### src/rtl/sppi_pkg.sv
// shared constants for the smoothed speed pi regulator
// no dependencies

`default_nettype none

package sppi_pkg;

    // clamp applied to the integral and proportional terms, in hundredths
    localparam int TERM_LIMIT = 300000;

    // field widths
    localparam int SPEED_W  = 16;
    localparam int GAIN_W   = 16;
    localparam int PERIOD_W = 8;
    localparam int DRIVE_W  = 21;

    // internal widths
    localparam int ERR_W    = SPEED_W + 2;               // target minus average
    localparam int EMAG_W   = SPEED_W + 1;               // |error|
    localparam int MULT_W   = GAIN_W + 1;                // gain, doubled in band
    localparam int PROD_W   = ERR_W + MULT_W + 1;        // signed product
    localparam int CSUM_W   = PROD_W + 1;                // integral plus product
    localparam int INTEG_W  = $clog2(TERM_LIMIT + 1) + 1;
    localparam int SUM_W    = DRIVE_W + 2;               // p plus integral
    localparam int DIFF_W   = DRIVE_W + 1;               // new minus old output
    localparam int TPROD_W  = DIFF_W + PERIOD_W;         // |diff| * factor
    localparam int CNT_W    = 5;

    // register indexes on the configuration port
    localparam int CFG_ADDR_W = 3;
    localparam logic [CFG_ADDR_W-1:0] CFG_TARGET_SPEED  = 3'd0;
    localparam logic [CFG_ADDR_W-1:0] CFG_KP_CENTI      = 3'd1;
    localparam logic [CFG_ADDR_W-1:0] CFG_KI_CENTI      = 3'd2;
    localparam logic [CFG_ADDR_W-1:0] CFG_NEAR_BAND     = 3'd3;
    localparam logic [CFG_ADDR_W-1:0] CFG_SMOOTH_PERIOD = 3'd4;

    // reset values
    localparam logic [GAIN_W-1:0]   NEAR_BAND_RST     = 16'd180;
    localparam logic [PERIOD_W-1:0] SMOOTH_PERIOD_RST = 8'd20;

    // operation codes
    localparam logic OP_CONTROL = 1'b0;
    localparam logic OP_TICK    = 1'b1;

endpackage

`default_nettype wire

### src/rtl/speed_pi_with_smoothed_output.sv
// speed pi regulator with interpolated output, bit-serial datapath
// depends on sppi_pkg

// usage
//   input words (s_*) carry op, enable, two encoder counts and a slot index.
//   op control: average of the counts (truncated toward zero) is compared
//   with target_speed; p and integral products are formed one multiplier
//   bit per cycle, clamped to +-TERM_LIMIT, summed, and the new output
//   (clamped to 21 bits) is returned with the two clamp flags.
//   op tick: returns old + (new - old) * min(slot+1, period) / period, the
//   product formed one factor bit per cycle and the quotient by restoring
//   division one quotient bit per cycle.
//   enable low clears integral and both output registers and returns zero.
//   steps: a control word runs 17 multiply steps plus clamp, sum and output
//   load; a tick runs 8 multiply steps, 22 divide steps, fix-up and load;
//   a disabled word goes straight to the output load.
//   one word is in flight at a time; s_ready is high only while idle, so the
//   next word is accepted only once the last has gone to the output register.
//   a finished word sits in the output register until m_ready; the next
//   input word is accepted meanwhile and waits for the register at its end.
//   configuration: cfg_wr_en writes cfg_wdata to register cfg_addr at once;
//   only write while no word is in flight. indexes above four are ignored.
//   aresetn (synchronous, active low) restores defaults, clears state and handshakes

`default_nettype none

module speed_pi_with_smoothed_output (
    input  wire logic                                  aclk,
    input  wire logic                                  aresetn,
    // configuration write port
    input  wire logic                                  cfg_wr_en,
    input  wire logic [sppi_pkg::CFG_ADDR_W-1:0]       cfg_addr,
    input  wire logic [sppi_pkg::GAIN_W-1:0]           cfg_wdata,
    // input words
    input  wire logic                                  s_valid,
    output logic                                       s_ready,
    input  wire logic                                  s_op,
    input  wire logic                                  s_enable,
    input  wire logic signed [sppi_pkg::SPEED_W-1:0]   s_left_pulses,
    input  wire logic signed [sppi_pkg::SPEED_W-1:0]   s_right_pulses,
    input  wire logic [sppi_pkg::PERIOD_W-1:0]         s_slot,
    // result words
    output logic                                       m_valid,
    input  wire logic                                  m_ready,
    output logic signed [sppi_pkg::DRIVE_W-1:0]        m_drive,
    output logic                                       m_integral_saturated,
    output logic                                       m_p_saturated
);
    import sppi_pkg::*;

    // sequencer codes
    localparam int ST_W = 3;
    localparam logic [ST_W-1:0] ST_IDLE  = 3'd0;
    localparam logic [ST_W-1:0] ST_MUL   = 3'd1;   // p and integral products
    localparam logic [ST_W-1:0] ST_CLAMP = 3'd2;   // term clamps
    localparam logic [ST_W-1:0] ST_SUM   = 3'd3;   // output sum and commit
    localparam logic [ST_W-1:0] ST_TMUL  = 3'd4;   // |diff| * factor
    localparam logic [ST_W-1:0] ST_TDIV  = 3'd5;   // divide by period
    localparam logic [ST_W-1:0] ST_TFIN  = 3'd6;   // sign and offset
    localparam logic [ST_W-1:0] ST_DONE  = 3'd7;   // wait for output register

    localparam int QUO_W = DIFF_W;
    localparam int REM_W = PERIOD_W;
    localparam logic [CNT_W-1:0] MUL_LAST  = CNT_W'(MULT_W - 1);
    localparam logic [CNT_W-1:0] TMUL_LAST = CNT_W'(PERIOD_W - 1);
    localparam logic [CNT_W-1:0] TDIV_LAST = CNT_W'(QUO_W - 1);

    localparam logic signed [CSUM_W-1:0]  LIM_HI   = CSUM_W'(TERM_LIMIT);
    localparam logic signed [CSUM_W-1:0]  LIM_LO   = -LIM_HI;
    localparam logic signed [SUM_W-1:0]   DRV_MAX  = SUM_W'((1 << (DRIVE_W - 1)) - 1);
    localparam logic signed [SUM_W-1:0]   DRV_MIN  = -SUM_W'(1 << (DRIVE_W - 1));
    localparam logic signed [INTEG_W-1:0] ILIM_HI  = INTEG_W'(TERM_LIMIT);
    localparam logic signed [INTEG_W-1:0] ILIM_LO  = -ILIM_HI;

    // configuration registers
    logic signed [SPEED_W-1:0] target_reg;
    logic [GAIN_W-1:0]         kp_reg;
    logic [GAIN_W-1:0]         ki_reg;
    logic [GAIN_W-1:0]         band_reg;
    logic [PERIOD_W-1:0]       period_reg;

    // regulator state
    logic signed [INTEG_W-1:0] integ_reg, integ_next;
    logic signed [DRIVE_W-1:0] prev_reg, prev_next;
    logic signed [DRIVE_W-1:0] cur_reg, cur_next;

    // sequencer
    logic [ST_W-1:0]  state_reg, state_next;
    logic [CNT_W-1:0] cnt_reg, cnt_next;

    // control datapath
    logic signed [ERR_W-1:0]   err_reg, err_next;
    logic [MULT_W-1:0]         mkp_reg, mkp_next;
    logic [MULT_W-1:0]         mki_reg, mki_next;
    logic signed [PROD_W-1:0]  prodp_reg, prodp_next;
    logic signed [PROD_W-1:0]  prodi_reg, prodi_next;
    logic signed [INTEG_W-1:0] pterm_reg, pterm_next;
    logic                      ihit_reg, ihit_next;
    logic                      phit_reg, phit_next;

    // tick datapath
    logic [DIFF_W-1:0]   dmag_reg, dmag_next;
    logic                neg_reg, neg_next;
    logic [PERIOD_W-1:0] fac_reg, fac_next;
    logic [PERIOD_W-1:0] per_reg, per_next;
    logic [TPROD_W:0]    tprod_reg, tprod_next;
    logic [REM_W-1:0]    rem_reg, rem_next;
    logic [QUO_W-1:0]    quo_reg, quo_next;

    // finished word waiting for the output register
    logic signed [DRIVE_W-1:0] res_drive_reg, res_drive_next;
    logic                      res_ih_reg, res_ih_next;
    logic                      res_ph_reg, res_ph_next;

    // output register
    logic                      m_valid_reg, m_valid_next;
    logic signed [DRIVE_W-1:0] m_drive_reg, m_drive_next;
    logic                      m_ih_reg, m_ih_next;
    logic                      m_ph_reg, m_ph_next;

    // front end of a control word
    logic signed [SPEED_W:0]   sum_lr;
    logic signed [SPEED_W:0]   sum_adj;
    logic signed [SPEED_W:0]   speed;
    logic signed [ERR_W-1:0]   err_in;
    logic signed [ERR_W-1:0]   err_neg;
    logic [EMAG_W-1:0]         emag;
    logic [MULT_W-1:0]         gain;

    // front end of a tick
    logic signed [DIFF_W-1:0]  diff;
    logic signed [DIFF_W-1:0]  diff_neg;
    logic [PERIOD_W-1:0]       per_in;
    logic [PERIOD_W:0]         slot_inc;
    logic [PERIOD_W-1:0]       fac_in;

    // step logic
    logic signed [ERR_W:0]     hi_p;
    logic signed [ERR_W:0]     hi_i;
    logic [DIFF_W:0]           hi_t;
    logic [TPROD_W:0]          tprod_step;
    logic [REM_W+1:0]          trial;
    logic signed [CSUM_W-1:0]  isum;
    logic signed [CSUM_W-1:0]  psum;
    logic signed [SUM_W-1:0]   osum;
    logic signed [DRIVE_W-1:0] oclamp;
    logic signed [QUO_W:0]     squo;
    logic signed [QUO_W+1:0]   tval;

    logic in_fire;
    logic out_free;

    assign s_ready              = (state_reg == ST_IDLE);
    assign in_fire              = s_valid && s_ready;
    assign out_free             = !m_valid_reg || m_ready;
    assign m_valid              = m_valid_reg;
    assign m_drive              = m_drive_reg;
    assign m_integral_saturated = m_ih_reg;
    assign m_p_saturated        = m_ph_reg;

    // configuration writes
    always_ff @(posedge aclk) begin
        if (!aresetn) begin
            target_reg <= '0;
            kp_reg     <= '0;
            ki_reg     <= '0;
            band_reg   <= NEAR_BAND_RST;
            period_reg <= SMOOTH_PERIOD_RST;
        end else if (cfg_wr_en) begin
            case (cfg_addr)
                CFG_TARGET_SPEED:  target_reg <= $signed(cfg_wdata);
                CFG_KP_CENTI:      kp_reg     <= cfg_wdata;
                CFG_KI_CENTI:      ki_reg     <= cfg_wdata;
                CFG_NEAR_BAND:     band_reg   <= cfg_wdata;
                CFG_SMOOTH_PERIOD: period_reg <= cfg_wdata[PERIOD_W-1:0];
                default: begin
                end
            endcase
        end
    end

    // speed error: average truncated toward zero, then target minus it
    always_comb begin
        sum_lr  = (SPEED_W + 1)'(s_left_pulses) + (SPEED_W + 1)'(s_right_pulses);
        sum_adj = sum_lr + $signed({{SPEED_W{1'b0}}, sum_lr[SPEED_W]});
        speed   = sum_adj >>> 1;
        err_in  = ERR_W'(target_reg) - ERR_W'(speed);
        err_neg = -err_in;
        emag    = err_in[ERR_W-1] ? err_neg[EMAG_W-1:0] : err_in[EMAG_W-1:0];
        // integral gain doubles inside the near band
        gain    = (emag < EMAG_W'(band_reg)) ? {ki_reg, 1'b0} : {1'b0, ki_reg};
    end

    // tick operands: |new - old|, period (zero read as one), saturated factor
    always_comb begin
        diff     = DIFF_W'(cur_reg) - DIFF_W'(prev_reg);
        diff_neg = -diff;
        per_in   = (period_reg == '0) ? PERIOD_W'(1) : period_reg;
        slot_inc = (PERIOD_W + 1)'(s_slot) + (PERIOD_W + 1)'(1);
        fac_in   = (slot_inc > (PERIOD_W + 1)'(per_in)) ? per_in
                                                         : slot_inc[PERIOD_W-1:0];
    end

    // one multiplier bit per cycle, lsb first, partial sum shifted right
    always_comb begin
        hi_p = prodp_reg[PROD_W-1:MULT_W] + (mkp_reg[0] ? (ERR_W + 1)'(err_reg) : '0);
        hi_i = prodi_reg[PROD_W-1:MULT_W] + (mki_reg[0] ? (ERR_W + 1)'(err_reg) : '0);
        hi_t = tprod_reg[TPROD_W:PERIOD_W] + (fac_reg[0] ? {1'b0, dmag_reg} : '0);
        tprod_step = {hi_t, tprod_reg[PERIOD_W-1:0]} >> 1;
        // restoring divide step on the remainder and next dividend bit
        trial = {1'b0, rem_reg, quo_reg[QUO_W-1]} - {2'b00, per_reg};
    end

    // clamps and final sums
    always_comb begin
        isum = CSUM_W'(integ_reg) + CSUM_W'(prodi_reg);
        psum = CSUM_W'(prodp_reg);
        osum = SUM_W'(pterm_reg) + SUM_W'(integ_reg);
        if (osum > DRV_MAX) begin
            oclamp = DRV_MAX[DRIVE_W-1:0];
        end else if (osum < DRV_MIN) begin
            oclamp = DRV_MIN[DRIVE_W-1:0];
        end else begin
            oclamp = osum[DRIVE_W-1:0];
        end
        squo = neg_reg ? -(QUO_W + 1)'(quo_reg) : (QUO_W + 1)'(quo_reg);
        tval = (QUO_W + 2)'(squo) + (QUO_W + 2)'(prev_reg);
    end

    always_comb begin
        state_next     = state_reg;
        cnt_next       = cnt_reg;
        integ_next     = integ_reg;
        prev_next      = prev_reg;
        cur_next       = cur_reg;
        err_next       = err_reg;
        mkp_next       = mkp_reg;
        mki_next       = mki_reg;
        prodp_next     = prodp_reg;
        prodi_next     = prodi_reg;
        pterm_next     = pterm_reg;
        ihit_next      = ihit_reg;
        phit_next      = phit_reg;
        dmag_next      = dmag_reg;
        neg_next       = neg_reg;
        fac_next       = fac_reg;
        per_next       = per_reg;
        tprod_next     = tprod_reg;
        rem_next       = rem_reg;
        quo_next       = quo_reg;
        res_drive_next = res_drive_reg;
        res_ih_next    = res_ih_reg;
        res_ph_next    = res_ph_reg;
        m_valid_next   = m_valid_reg && !m_ready;
        m_drive_next   = m_drive_reg;
        m_ih_next      = m_ih_reg;
        m_ph_next      = m_ph_reg;

        case (state_reg)
            ST_IDLE: begin
                if (in_fire) begin
                    cnt_next = '0;
                    if (!s_enable) begin
                        // disabled: clear state, answer zero
                        integ_next     = '0;
                        prev_next      = '0;
                        cur_next       = '0;
                        res_drive_next = '0;
                        res_ih_next    = 1'b0;
                        res_ph_next    = 1'b0;
                        state_next     = ST_DONE;
                    end else if (s_op == OP_CONTROL) begin
                        err_next   = err_in;
                        mkp_next   = {1'b0, kp_reg};
                        mki_next   = gain;
                        prodp_next = '0;
                        prodi_next = '0;
                        state_next = ST_MUL;
                    end else begin
                        dmag_next  = diff[DIFF_W-1] ? diff_neg : diff;
                        neg_next   = diff[DIFF_W-1];
                        fac_next   = fac_in;
                        per_next   = per_in;
                        tprod_next = '0;
                        state_next = ST_TMUL;
                    end
                end
            end
            ST_MUL: begin
                prodp_next = $signed({hi_p, prodp_reg[MULT_W-1:0]}) >>> 1;
                prodi_next = $signed({hi_i, prodi_reg[MULT_W-1:0]}) >>> 1;
                mkp_next   = mkp_reg >> 1;
                mki_next   = mki_reg >> 1;
                cnt_next   = cnt_reg + CNT_W'(1);
                if (cnt_reg == MUL_LAST) begin
                    state_next = ST_CLAMP;
                end
            end
            ST_CLAMP: begin
                ihit_next = (isum >= LIM_HI) || (isum <= LIM_LO);
                phit_next = (psum >= LIM_HI) || (psum <= LIM_LO);
                if (isum >= LIM_HI) begin
                    integ_next = ILIM_HI;
                end else if (isum <= LIM_LO) begin
                    integ_next = ILIM_LO;
                end else begin
                    integ_next = isum[INTEG_W-1:0];
                end
                if (psum >= LIM_HI) begin
                    pterm_next = ILIM_HI;
                end else if (psum <= LIM_LO) begin
                    pterm_next = ILIM_LO;
                end else begin
                    pterm_next = psum[INTEG_W-1:0];
                end
                state_next = ST_SUM;
            end
            ST_SUM: begin
                prev_next      = cur_reg;
                cur_next       = oclamp;
                res_drive_next = oclamp;
                res_ih_next    = ihit_reg;
                res_ph_next    = phit_reg;
                state_next     = ST_DONE;
            end
            ST_TMUL: begin
                fac_next = fac_reg >> 1;
                cnt_next = cnt_reg + CNT_W'(1);
                if (cnt_reg == TMUL_LAST) begin
                    // quotient fits in QUO_W bits, so the top bits start
                    // as the remainder
                    rem_next   = tprod_step[TPROD_W-1:QUO_W];
                    quo_next   = tprod_step[QUO_W-1:0];
                    cnt_next   = '0;
                    state_next = ST_TDIV;
                end else begin
                    tprod_next = tprod_step;
                end
            end
            ST_TDIV: begin
                if (!trial[REM_W+1]) begin
                    rem_next = trial[REM_W-1:0];
                end else begin
                    rem_next = {rem_reg[REM_W-2:0], quo_reg[QUO_W-1]};
                end
                quo_next = {quo_reg[QUO_W-2:0], !trial[REM_W+1]};
                cnt_next = cnt_reg + CNT_W'(1);
                if (cnt_reg == TDIV_LAST) begin
                    state_next = ST_TFIN;
                end
            end
            ST_TFIN: begin
                res_drive_next = tval[DRIVE_W-1:0];
                res_ih_next    = 1'b0;
                res_ph_next    = 1'b0;
                state_next     = ST_DONE;
            end
            ST_DONE: begin
                if (out_free) begin
                    m_valid_next = 1'b1;
                    m_drive_next = res_drive_reg;
                    m_ih_next    = res_ih_reg;
                    m_ph_next    = res_ph_reg;
                    state_next   = ST_IDLE;
                end
            end
            default: begin
                state_next = ST_IDLE;
            end
        endcase
    end

    // control state and regulator state
    always_ff @(posedge aclk) begin
        if (!aresetn) begin
            state_reg   <= ST_IDLE;
            m_valid_reg <= 1'b0;
            integ_reg   <= '0;
            prev_reg    <= '0;
            cur_reg     <= '0;
        end else begin
            state_reg   <= state_next;
            m_valid_reg <= m_valid_next;
            integ_reg   <= integ_next;
            prev_reg    <= prev_next;
            cur_reg     <= cur_next;
        end
    end

    // datapath
    always_ff @(posedge aclk) begin
        cnt_reg       <= cnt_next;
        err_reg       <= err_next;
        mkp_reg       <= mkp_next;
        mki_reg       <= mki_next;
        prodp_reg     <= prodp_next;
        prodi_reg     <= prodi_next;
        pterm_reg     <= pterm_next;
        ihit_reg      <= ihit_next;
        phit_reg      <= phit_next;
        dmag_reg      <= dmag_next;
        neg_reg       <= neg_next;
        fac_reg       <= fac_next;
        per_reg       <= per_next;
        tprod_reg     <= tprod_next;
        rem_reg       <= rem_next;
        quo_reg       <= quo_next;
        res_drive_reg <= res_drive_next;
        res_ih_reg    <= res_ih_next;
        res_ph_reg    <= res_ph_next;
        m_drive_reg   <= m_drive_next;
        m_ih_reg      <= m_ih_next;
        m_ph_reg      <= m_ph_next;
    end

    // integral never leaves its clamp range
    a_integ_bound: assert property (@(posedge aclk) disable iff (!aresetn)
        (integ_reg <= ILIM_HI) && (integ_reg >= ILIM_LO))
        else $error("integral outside clamp range");

    // a disabled word clears the whole regulator state
    a_disable_clear: assert property (@(posedge aclk) disable iff (!aresetn)
        (in_fire && !s_enable) |=> (integ_reg == '0) && (prev_reg == '0) && (cur_reg == '0))
        else $error("disable did not clear state");

    // divider remainder stays below the period
    a_rem_bound: assert property (@(posedge aclk) disable iff (!aresetn)
        (state_reg == ST_TDIV) |-> (rem_reg < per_reg))
        else $error("divider remainder not below period");

    // interpolated step never exceeds the full difference
    a_quo_bound: assert property (@(posedge aclk) disable iff (!aresetn)
        (state_reg == ST_TFIN) |-> (quo_reg <= dmag_reg))
        else $error("interpolation step beyond difference");

endmodule

`default_nettype wire
### config.mk
export PLATFORM = sky130hd
export DESIGN_NAME = speed_pi_with_smoothed_output
export DESIGN_NICKNAME = d
export VERILOG_FILES = /design/src/rtl/sppi_pkg.sv /design/src/rtl/speed_pi_with_smoothed_output.sv
export SDC_FILE = /design/constraint.sdc
export NUM_CORES = 1
export LEC_CHECK = 0
export CORE_ASPECT_RATIO = 1.1
export CORE_MARGIN = 2
export CORE_UTILIZATION = 33
export CTS_BUF_LIST = sky130_fd_sc_hd__clkbuf_4 sky130_fd_sc_hd__clkbuf_8
export DETAILED_ROUTE_END_ITERATION = 12
export DONT_BUFFER_PORTS = 1
export PLACE_DENSITY = 0.46
export SLEW_MARGIN = 20
export SYNTH_ARGS = -nofsm -noshare
export SYNTH_HDL_FRONTEND = slang
export SYNTH_SLANG_ARGS = --single-unit
### constraint.sdc
create_clock -name aclk -period 11.9 [get_ports aclk]
set_clock_uncertainty 0.2 [all_clocks]
set_input_delay 1.19 -clock aclk [delete_from_list [all_inputs] [get_ports aclk]]
set_output_delay 1.19 -clock aclk [all_outputs]
set_load 0.01 [all_outputs]
# Word-level counts from Yosys, hierarchy flattened
# Cells that the tools add are included.
word_totals:
  latch_bits: 0
  out_inout_bits: 25
  inputBits: 66
  word_cells: 187
  ram_bits: 0
  mem_bits_ro: 0
  memories: 0
  regBits: 434
op_classes:
  n_mul: 0
  div_mod_pow: 0
  reduce_logical: 38
  order_cmp: 8
  n_eq_ne: 24
  bitwise_logic: 1
  addsub: 16
  n_shift: 0
  n_mux: 66
ops:
  columns: ["cell", "count"]
  rows:
  - ["$pmux 36 s2", 2]
  - ["$mux 17", 8]
  - ["$mux 21", 6]
  - ["$mux 31", 4]
  - ["$mux 36", 3]
  - ["$mux 20", 5]
  - ["$pmux 21 s2", 2]
  - ["$pmux 17 s2", 2]
  - ["$pmux 21 s3", 1]
  - ["$pmux 31 s2", 1]
  - ["$mux 8", 7]
  - ["$mux 22", 2]
  - ["$pmux 22 s2", 1]
  - ["$pmux 20 s2", 1]
  - ["$add 19x19->19", 2]
  - ["$mux 19", 2]
  - ["$add 20x36->37", 1]
  - ["$ge 37x20->1 const B", 1]
  - ["$le 37x20->1 const B", 1]
  - ["$ge 36x20->1 const B", 1]
  - ["$le 36x20->1 const B", 1]
  - ["$pmux 8 s2", 2]
  - ["$add 23x22->23", 1]
  - ["$neg 22->22", 1]
  - ["41 further kinds", 95]

# Logic depth before layout (Yosys ltp)
# Gate-level depths: netlist of the first run.
logic_depth:
  depth_word: 11
  depth_mapped: 41
  depth_no_buf: 38

# Worst setup path after synthesis of the first run
# Ideal clock, no wire load.
synth_path:
  kind: "input-to-reg"
  startpoint: "input port s_op"
  endpoint: "register mki_reg[0], enable pin"
  t_arrival_ns: 8.304
  cell_stages: 3
  setup_time_ns: 0.691
  path_slack_ns: 2.705
  path_buffers: 0
  required_ns: 11.009
  cell_sequence: "inv_1 > a31oi_1 > nor3_1"
synth_between:
  elab_chain_len: 2
synth_lines:
  columns: ["item", "line_no", "rtl"]
  rows:
  - ["start, declared", "speed_pi_with_smoothed_output.sv:37", "input wire logic s_op,"]
  - ["$ne 2x2->1 (no source line)", null, null]
  - ["$reduce_and 4->1 (no source line)", null, null]
  - ["end signal, assigned", "speed_pi_with_smoothed_output.sv:395", "mki_reg <= mki_next;"]
  - ["end, declared", "speed_pi_with_smoothed_output.sv:94", "logic [MULT_W-1:0] mki_reg, mki_next;"]
# Every way passes these cells.
# A chain may end at the register's enable or synchronous reset.

# Final worst setup path of the first run
layout_path:
  startpoint: "input port s_left_pulses[0] (netlist bit)"
  endpoint: "register mki_reg[15] (data pin)"
layout_between:
  elab_chain_len: 11
layout_lines:
  columns: ["item", "line_no", "rtl"]
  rows:
  - ["start, declared", "speed_pi_with_smoothed_output.sv:39", "input wire logic signed [sppi_pkg::SPEED_W-1:0] s_left_pulses,"]
  - ["$add 16x16->17 *", "speed_pi_with_smoothed_output.sv:184", "sum_lr = (SPEED_W + 1)'(s_left_pulses) + (SPEED_W + 1)'(s_right_pulses);"]
  - ["$add 17x2->17 *", "speed_pi_with_smoothed_output.sv:185", "sum_adj = sum_lr + $signed({{SPEED_W{1'b0}}, sum_lr[SPEED_W]});"]
  - ["$sub 16x16->17 *", "speed_pi_with_smoothed_output.sv:187", "err_in = ERR_W'(target_reg) - ERR_W'(speed);"]
  - ["$neg 17->17", "speed_pi_with_smoothed_output.sv:188", "err_neg = -err_in;"]
  - ["$mux 17 *", "speed_pi_with_smoothed_output.sv:189", "emag = err_in[ERR_W-1] ? err_neg[EMAG_W-1:0] : err_in[EMAG_W-1:0];"]
  - ["$lt 17x16->1 *", "speed_pi_with_smoothed_output.sv:191", "gain = (emag < EMAG_W'(band_reg)) ? {ki_reg, 1'b0} : {1'b0, ki_reg};"]
  - ["$mux 17 *", "speed_pi_with_smoothed_output.sv:191", null]
  - ["$mux 17 *", "speed_pi_with_smoothed_output.sv:272", "end else if (s_op == OP_CONTROL) begin"]
  - ["$mux 17 *", "speed_pi_with_smoothed_output.sv:263", "if (!s_enable) begin"]
  - ["$mux 17 *", "speed_pi_with_smoothed_output.sv:261", "if (in_fire) begin"]
  - ["$pmux 17 s2 *", "speed_pi_with_smoothed_output.sv:259", "case (state_reg)"]
  - ["net mki_next[15]", "speed_pi_with_smoothed_output.sv:94", null]
# Mark *: on every way through the listed nets, which the timed path passes. The rest lies on a longest branch. The select of a mux whose other input is x is not followed.

==> impl_metrics.yaml, run 1 <==
synthesis:
  syn-num-nets: 3395
  ys_ff_latch: 429
  ys_warn_count: 0
  synth_area_leader_cell: "edfxtp_1"
  syn_inst: 3094
  syn_area_um2: 28390
  synth_top_family_by_area: "simple AND/OR/NAND/NOR gates"
  synth_compound_area_share_pct: 18.92
  muxShareOfSynthArea_pct: 0.6876
  syn_area_per_cell_um2: 9.175
  synthArstFlopShare_pct: 0
  synth-edff-count: 291
  synth_most_common_cell: "nand2_1"
  ys_types: 83
  ys.flop_type: "edfxtp_1"
  synth_xor_area_share_pct: 6.109
  synth_top_area_share_pct: 30.78
  yosys-top-cells-area: "edfxtp_1 31%, ha_1 9.9%, dfxtp_1 9.7%"
  yosys.area_share.simple_pct: 19.64
  synth_commonest_cells: "440 x nand2_1, 291 x edfxtp_1, 225 x ha_1"
  synth-adder-area-share_pct: 10.62
  ys_seq_area_share_pct: 40.51
die:
  fp.coreArea_um2: 85060
  die_w_um: 283.6
  start_util_pct: 33.37
  pin_count: 91
  fp.dieH_um: 311.6
  rows: 112
  die_area_um2: 88390
route:
  ant_nets: 0
  via_per_inst: 5.291
  wirelength_um: 78920
  drc_errors: 0
  vias: 22680
  dr.first_iter.drc_count: 1292
  wl_per_cell_um: 18.41
  drtPass1Iterations: 5
grt:
  grt_overflow: 0
  grt_max_degree: 123
  grt_pass1_vias: 22810
  grt_pass1_wl_um: 124200
  antenna_found_initial: 1
  track_usage_pct: 17.42
placement:
  gp_congestion: 0.8730
  dp_worst_setup_slack_ns: 1.737
  port-buffer-count: 0
  place.detailed.hpwl_um: 58940
finish:
  finalNetCount: 3381
  final_layout_size_suffix_gt1_share_pct: 7.027
  fillCellCount: 8658
  areaGrowthSynthToFinish_pct: 10.08
  multi_input_area_um2: 15940
  layout.area.seq_um2: 11500
  final_util_pct: 36.74
worst_setup_path:
  worst_path_max_delay_cell: "o21ai_1"
  max_stage_delay_ns: 0.58
  worstPathRequired_ns: 12.09
  path_buf_inv: 2
  crit_type: "in2reg"
  start_kind: "input port"
  cp.arrival_ns: 9.66
  cpLargestDelayFamily: "compound AO/OA/AOI/OAI gates"
  endpoint_kind: "register"
  worstPathMaxFanout: 18
  crit_top_cell: "o21a_1"
power:
  switchingPower_uw: 2920
  p_comb_share_pct: 45.1
  p_leak_uw: 0.01202
  seqPwrFrac_pct: 33.3
  clkPwrFrac_pct: 21.6
  p_per_area_nw_per_um2: 228.6
  ir_drop_uv: 130.1
  switching_share_pct: 40.88
  p_int_uw: 4222
sta:
  rsz0062_at_grt: "no"
  fmax_mhz: 105.6
  slew_viol_final: 0
  worst_slack_ns: 2.431
  finalHoldViolCount: 0
  tns_ns: 0
  final-setup-viol-count: 0
  hold_slack_ns: 0.2074
  finalCriticalPeriod_ns: 9.469
  worst_slew_pin_slew_ns: 1.108
  fin_crit_sh_pct: 79.57
  relSlewSlack_pct: 25.66
clock_tree:
  ctsResizeCount: 0
  cts_made_buffers: 83
  cts_max_level: 3
  clk_latency_ns: 0.69
  cts_max_path_buffers: 3
  cts_root_buf: "clkbuf_8"
  cts_sinks: 429
  cts_setup_buffers: 0
  postCtsHoldBufs: 0
  clk_pin_slew_ns: 0.05
  cts_tree: "yes"
worst_hold_path:
  hold_path.class: "reg2reg"
status:
  outcome: "completed"
job:
  maxCapViolCount: 0
routing by layer:
layer | routed length (um) | track usage, % | share of wire, % | vias up
li1 | - | - | - | 11200
met1 | 34540 | 21.26 | 44 | 10870
met2 | 38910 | 30.77 | 49 | 475
met4 | 2344 | 6.542 | 3.0 | 0
met5 | 0 | 0 | 0 | -
met3 | 3133 | 2.753 | 4.0 | 131
worst paths after layout:
path	start	to	slack [ns]	cells after the start
worst min-delay path	res_drive_reg[7]	m_drive[7]	0.21	0
worst max register to register	target_reg[0]	mki_reg[15]	5.00	26
worst min register to register	res_drive_reg[7]	m_drive[7]	0.21	0
worst max-delay path	s_left_pulses[0]	mki_reg[15]	2.43	37
cells in the final DEF, fill, tap and decap left out, types with 52 or more instances in the layout:
cell type / count
nand2_1: 440
a21oi_1: 129
xnor2_1: 134
a21boi_0: 109
ha_1: 225
edfxtp_1: 291
and2_1: 116
clkbuf_8: 89
o21ai_0: 172
nand3_1: 59
o21a_1: 52
nor2_1: 184
nor2b_1: 52
nor3_1: 73
inv_1: 144
xor2_1: 64
dfxtp_1: 137
a21o_1: 57
through the flow:
stage | instances | power (uW) | instance area (um^2)
after floorplan | 3094 | 4766 | 28390
after global routing | 4286 | 7687 | 31250
final | 4287 | 7142 | 31250
after CTS | 4285 | 7226 | 31240
after detailed placement | 4135 | 5629 | 29530
after global placement | 4135 | 5566 | 29530
power by group through the flow:
| stage | sequential (uW) | clock, uW | combinational (uW) |
|---|---|---|---|
| 6_report | 2380 | 1540 | 3220 |
| 5_1_grt | 2420 | 1660 | 3600 |
| 4_1_cts | 2390 | 1600 | 3240 |
| 3_5_place_dp | 2410 | 0 | 3220 |
| 3_3_place_gp | 2410 | 0 | 3160 |
| 2_1_floorplan | 2310 | 0 | 2460 |
kinds of logic (layout without fill, tap and decap cells):
logic type,after synthesis,count (layout)
AOI/OAI and AO/OA,802,802
xor gates and xnor gates,198,198
adders and majority gates,235,235
buffers and inverters,260,311
DFF,429,429
muxes,19,19
other,0,2
and+or+nand+nor,1151,1151
cell type report:
cell class / instances / share of cell area [%]
Timing Repair Buffer: 16 / 0.3844
Inverter: 145 / 1.742
Antenna cell: 2 / 0.01602
Clock buffer: 126 / 4.809
Multi-Input combinational cell: 2405 / 51.01
Sequential cell: 429 / 36.81
Tap cell: 1140 / 4.564
Clock inverter: 24 / 0.6646
(Power assumes the default switching activity.)
==> run 2: changes to the inputs <==
Clock period 11.9 ns to 9.2 ns, I/O delays scaled along.
==> run 2 against run 1 <==
Combinational power up 30%. Count of clock-buffer cells in the layout down 4. Flip-flop and latch count unchanged.
==> impl_metrics.yaml, run 2 (same netlist as run 1, synthesis figures left out) <==
route:
  wirelength_um: 78710
  ant_nets: 0
  vias: 22600
  drc_errors: 0
  via_per_inst: 5.268
  dr.first_iter.drc_count: 1239
  drtPass1Iterations: 7
  wl_per_cell_um: 18.35
die:
  fp.dieH_um: 311.6
  fp.coreArea_um2: 85060
  start_util_pct: 33.37
  rows: 112
  die_area_um2: 88390
  pin_count: 91
  die_w_um: 283.6
worst_setup_path:
  crit_path_start: "s_left_pulses[0]"
  crit_type: "in2reg"
  max_stage_delay_ns: 0.45
  endpoint_kind: "register"
  reg2reg_slack_ns: 3.10
  crit_end: "mki_reg[14]"
  crit_top_cell: "o21a_1"
  cp.arrival_ns: 8.66
  worstPathRequired_ns: 9.43
  rr_endpoint: "mki_reg[14]"
  worstPathMaxFanout: 15
  worst_path_max_delay_cell: "fa_1"
  worst_r2r_path_depth: 26
  start_kind: "input port"
  timing.rr.start: "target_reg[0]"
grt:
  grt_overflow: 0
  grt_max_degree: 123
  track_usage_pct: 17.61
  grt_pass1_wl_um: 125100
  grt_pass1_vias: 22340
  antenna_found_initial: 2
clock_tree:
  cts_root_buf: "clkbuf_8"
  clk_latency_ns: 0.70
  clk_pin_slew_ns: 0.06
  cts_max_path_buffers: 3
  ctsResizeCount: 0
  postCtsHoldBufs: 0
  cts_tree: "yes"
  cts_max_level: 3
  cts_setup_buffers: 0
  cts_sinks: 429
  cts_made_buffers: 81
job:
  maxCapViolCount: 0
sta:
  finalCriticalPeriod_ns: 8.434
  tns_ns: 0
  rsz0062_at_grt: "no"
  worst_slack_ns: 0.7660
  slew_viol_final: 0
  fin_crit_sh_pct: 91.67
  worst_slew_pin_slew_ns: 1.044
  relSlewSlack_pct: 30.32
  fmax_mhz: 118.6
  hold_slack_ns: 0.1630
  final-setup-viol-count: 0
  finalHoldViolCount: 0
finish:
  areaGrowthSynthToFinish_pct: 10.11
  multi_input_area_um2: 15940
  finalNetCount: 3383
  final_layout_size_suffix_gt1_share_pct: 6.959
  layout.area.seq_um2: 11500
  fillCellCount: 8619
  layout_common_cells: "440 x nand2_1, 291 x edfxtp_1, 225 x ha_1, 184 x nor2_1, 172 x o21ai_0"
  final_common_cell: "nand2_1"
placement:
  port-buffer-count: 0
  place.detailed.hpwl_um: 58760
  gp_congestion: 0.8744
  dp_worst_setup_slack_ns: 0.03520
power:
  p_per_area_nw_per_um2: 294.6
  ir_drop_uv: 165.1
  power_uw: 9209
  p_leak_uw: 0.01201
worst_hold_path:
  hold_path.class: "in2reg"
status:
  outcome: "completed"
-- run 2: cell type report --
type,count,area share [%]
clock inverter,26,0.5925
sequential,429,36.80
multi-input combinational,2405,51.01
tap,1140,4.563
timing repair buffer,20,0.4804
clock buffer,122,4.792
inverter,145,1.741
antenna,3,0.02402
-- run 2: metrics by stage --
stage,util [%],instances,area [um^2]
CTS,36.73,4287,31240
global placement,34.75,4139,29560
global route,36.74,4289,31250
detailed placement,34.75,4139,29560
finish,36.75,4290,31260
floorplan,-,3094,28390
-- run 2: worst min path at each step --
stage                                  from       endpoint  slack (ns)  depth (start not counted)
after floorplan            res_drive_reg[0]     m_drive[0]        0.20                          0
after global placement     res_drive_reg[2]     m_drive[2]        0.20                          0
after detailed placement  res_drive_reg[19]    m_drive[19]        0.20                          0
after CTS                     cfg_wdata[11]     kp_reg[11]        0.09                          2
after global routing           cfg_wdata[0]  target_reg[0]        0.12                          2
final                         cfg_wdata[11]     kp_reg[11]        0.16                          2
-- run 2: critical path, delay by kind of cell --
kind	cells	cell delay (ns)
simple gates	6	0.95
xor+xnor	1	0.21
compound gates	23	4.69
buf+inv	2	0.35
fa+ha+maj	5	1.51
-- run 2: power breakdown --
part | total, uW | internal, uW | switching, uW | leakage (uW)
Sequential | 3040 | 2760 | 287 | 0.00385
Combinational | 4190 | 1580 | 2610 | 0.00726
Clock | 1970 | 1080 | 896 | 0.000898
Total | 9210 | 5420 | 3790 | 0.0120
-- run 2: metal layers --
layer	global-route usage, %	vias up	wire length, um
li1	-	11220	-
met1	21.83	10830	34930
met2	30.99	422	38390
met3	2.892	124	3316
met4	5.796	0	2076
met5	0	-	0
==> run 3: changes to the inputs <==
Settings changed: ABC_AREA from default to 1.
==> run 3 against run 2 <==
Clock power about the same. Highest routed layer unchanged. Hold slack got worse by 0.0038 ns. Flip-flop and latch count stayed put. Critical path depth increased by 12. First-iteration DRC count up 18%. Final area increased by 3.8%. Die area increased by 3.7%. Setup slack improved by 1.1 ns.
==> impl_metrics.yaml, run 3 <==
synthesis:
  ys_warn_count: 0
  synth_most_common_cell: "nand2_1"
  syn_area_um2: 29440
  syn-num-nets: 4204
  synth_top_area_share_pct: 29.68
  yosys-top-cells-area: "edfxtp_1 30%, nand2_1 13%, ha_1 9.6%"
  syn_area_per_cell_um2: 7.543
  ys.flop_type: "edfxtp_1"
  synth_commonest_cells: "982 x nand2_1, 547 x inv_1, 391 x nor2_1"
  synth_area_leader_cell: "edfxtp_1"
  synth-edff-count: 291
  syn_inst: 3903
  ys_seq_area_share_pct: 39.07
  ys_ff_latch: 429
  synthArstFlopShare_pct: 0
  ys_types: 65
sta:
  slew_viol_final: 0
  finalCriticalPeriod_ns: 7.365
  relSlewSlack_pct: 30.75
  rsz0062_at_grt: "no"
  tns_ns: 0
  finalHoldViolCount: 0
  worst_slack_ns: 1.835
  final-setup-viol-count: 0
  fin_crit_sh_pct: 80.06
  hold_slack_ns: 0.1592
  fmax_mhz: 135.8
  worst_slew_pin_slew_ns: 1.038
finish:
  final_util_pct: 36.79
  areaGrowthSynthToFinish_pct: 10.17
  finalNetCount: 4217
  layout_common_cells: "981 x nand2_1, 546 x inv_1, 383 x nor2_1, 352 x a21oi_1, 291 x edfxtp_1"
  fillCellCount: 9430
  final_layout_size_suffix_gt1_share_pct: 6.422
  final_common_cell: "nand2_1"
worst_setup_path:
  endpoint_kind: "register"
  worstPathRequired_ns: 9.45
  crit_type: "in2reg"
  worst_path_max_delay_cell: "ha_1"
  cp.arrival_ns: 7.61
  crit_top_cell: "nand2_1"
  start_kind: "input port"
  worstPathMaxFanout: 17
  max_stage_delay_ns: 0.35
route:
  wl_per_cell_um: 16.69
  via_per_inst: 4.823
  drc_errors: 0
  dr.first_iter.drc_count: 1467
  vias: 24830
  drtPass1Iterations: 5
  wirelength_um: 85960
  ant_nets: 0
grt:
  grt_max_degree: 73
  track_usage_pct: 18.87
  antenna_found_initial: 2
  grt_overflow: 0
  grt_pass1_vias: 24580
  grt_pass1_wl_um: 136200
die:
  pin_count: 91
  fp.dieH_um: 317.3
  rows: 114
  start_util_pct: 33.40
  die_area_um2: 91620
  die_w_um: 288.8
  fp.coreArea_um2: 88150
power:
  power_uw: 10510
  p_leak_uw: 0.01494
  ir_drop_uv: 157.0
  p_per_area_nw_per_um2: 324.0
clock_tree:
  cts_sinks: 429
  clk_latency_ns: 0.71
  cts_max_path_buffers: 3
  cts_tree: "yes"
  clk_pin_slew_ns: 0.06
  cts_made_buffers: 82
  cts_setup_buffers: 0
  postCtsHoldBufs: 0
  cts_max_level: 3
  ctsResizeCount: 0
  cts_root_buf: "clkbuf_8"
placement:
  port-buffer-count: 0
  gp_congestion: 0.8591
  place.detailed.hpwl_um: 65810
  dp_worst_setup_slack_ns: 1.064
job:
  maxCapViolCount: 0
worst_hold_path:
  hold_path.class: "in2reg"
status:
  outcome: "completed"
[run 3: path summary, 6_finish.rpt]
| kind | start | end | slack [ns] | cells past startpoint |
|---|---|---|---|---|
| worst max-delay path | s_left_pulses[0] | mki_reg[0] | 1.83 | 49 |
| worst min-delay path | cfg_wdata[4] | band_reg[4] | 0.16 | 2 |
| worst max register to register | target_reg[9] | mki_reg[0] | 4.43 | 24 |
| worst min register to register | res_ph_reg | m_p_saturated | 0.22 | 0 |
[run 3: cell type report]
cell class,count,area [um^2],share of cell area (%)
multi-input cells,2827,15520,47.84
flip-flops and latches,429,11500,35.46
inverters,555,2083,6.423
clock buffers,123,1474,4.544
well taps,1160,1451,4.475
clock inverters,31,230.2,0.7098
repair buffers,21,170.2,0.5247
diodes,3,7.507,0.02315
[run 3: critical path, delay by kind of cell]
kind / cells / cell delay (ns)
XOR/XNOR: 1 / 0.15
adder cells (fa/ha/maj): 5 / 1.23
AO/OA/AOI/OAI: 11 / 1.58
buffers and inverters: 7 / 0.84
AND/OR/NAND/NOR: 25 / 2.87
[run 3: cells by family after synthesis]
kind of cell	Yosys count	synth area share, %
AOI/OAI and AO/OA	720	13.35
xor gates and xnor gates	147	4.539
adders and majority gates	235	10.24
buffers and inverters	647	8.390
DFF	429	39.07
and+or+nand+nor	1725	24.42
[run 3: power by group]
| group | switching (uW) | internal [uW] |
|---|---|---|
| logic | 3600 | 1660 |
| clock network | 897 | 1090 |
| registers | 318 | 2950 |
| total | 4810 | 5700 |
[run 3: routing by layer]
metal,routed length (um),share of wire (%),vias up,track usage (%)
li1,-,-,12930,-
met1,38530,45,11420,23.49
met2,42480,49,389,33.66
met3,3232,3.8,96,3.135
met4,1720,2.0,0,4.885
met5,0,0,-,0
[run 3: stage by stage]
| stage | cells | area, um^2 |
|---|---|---|
| after detailed placement | 4991 | 30700 |
| after CTS | 5145 | 32410 |
| final | 5149 | 32430 |
| after floorplan | 3903 | 29440 |
| after global placement | 4991 | 30700 |
| after global routing | 5147 | 32430 |
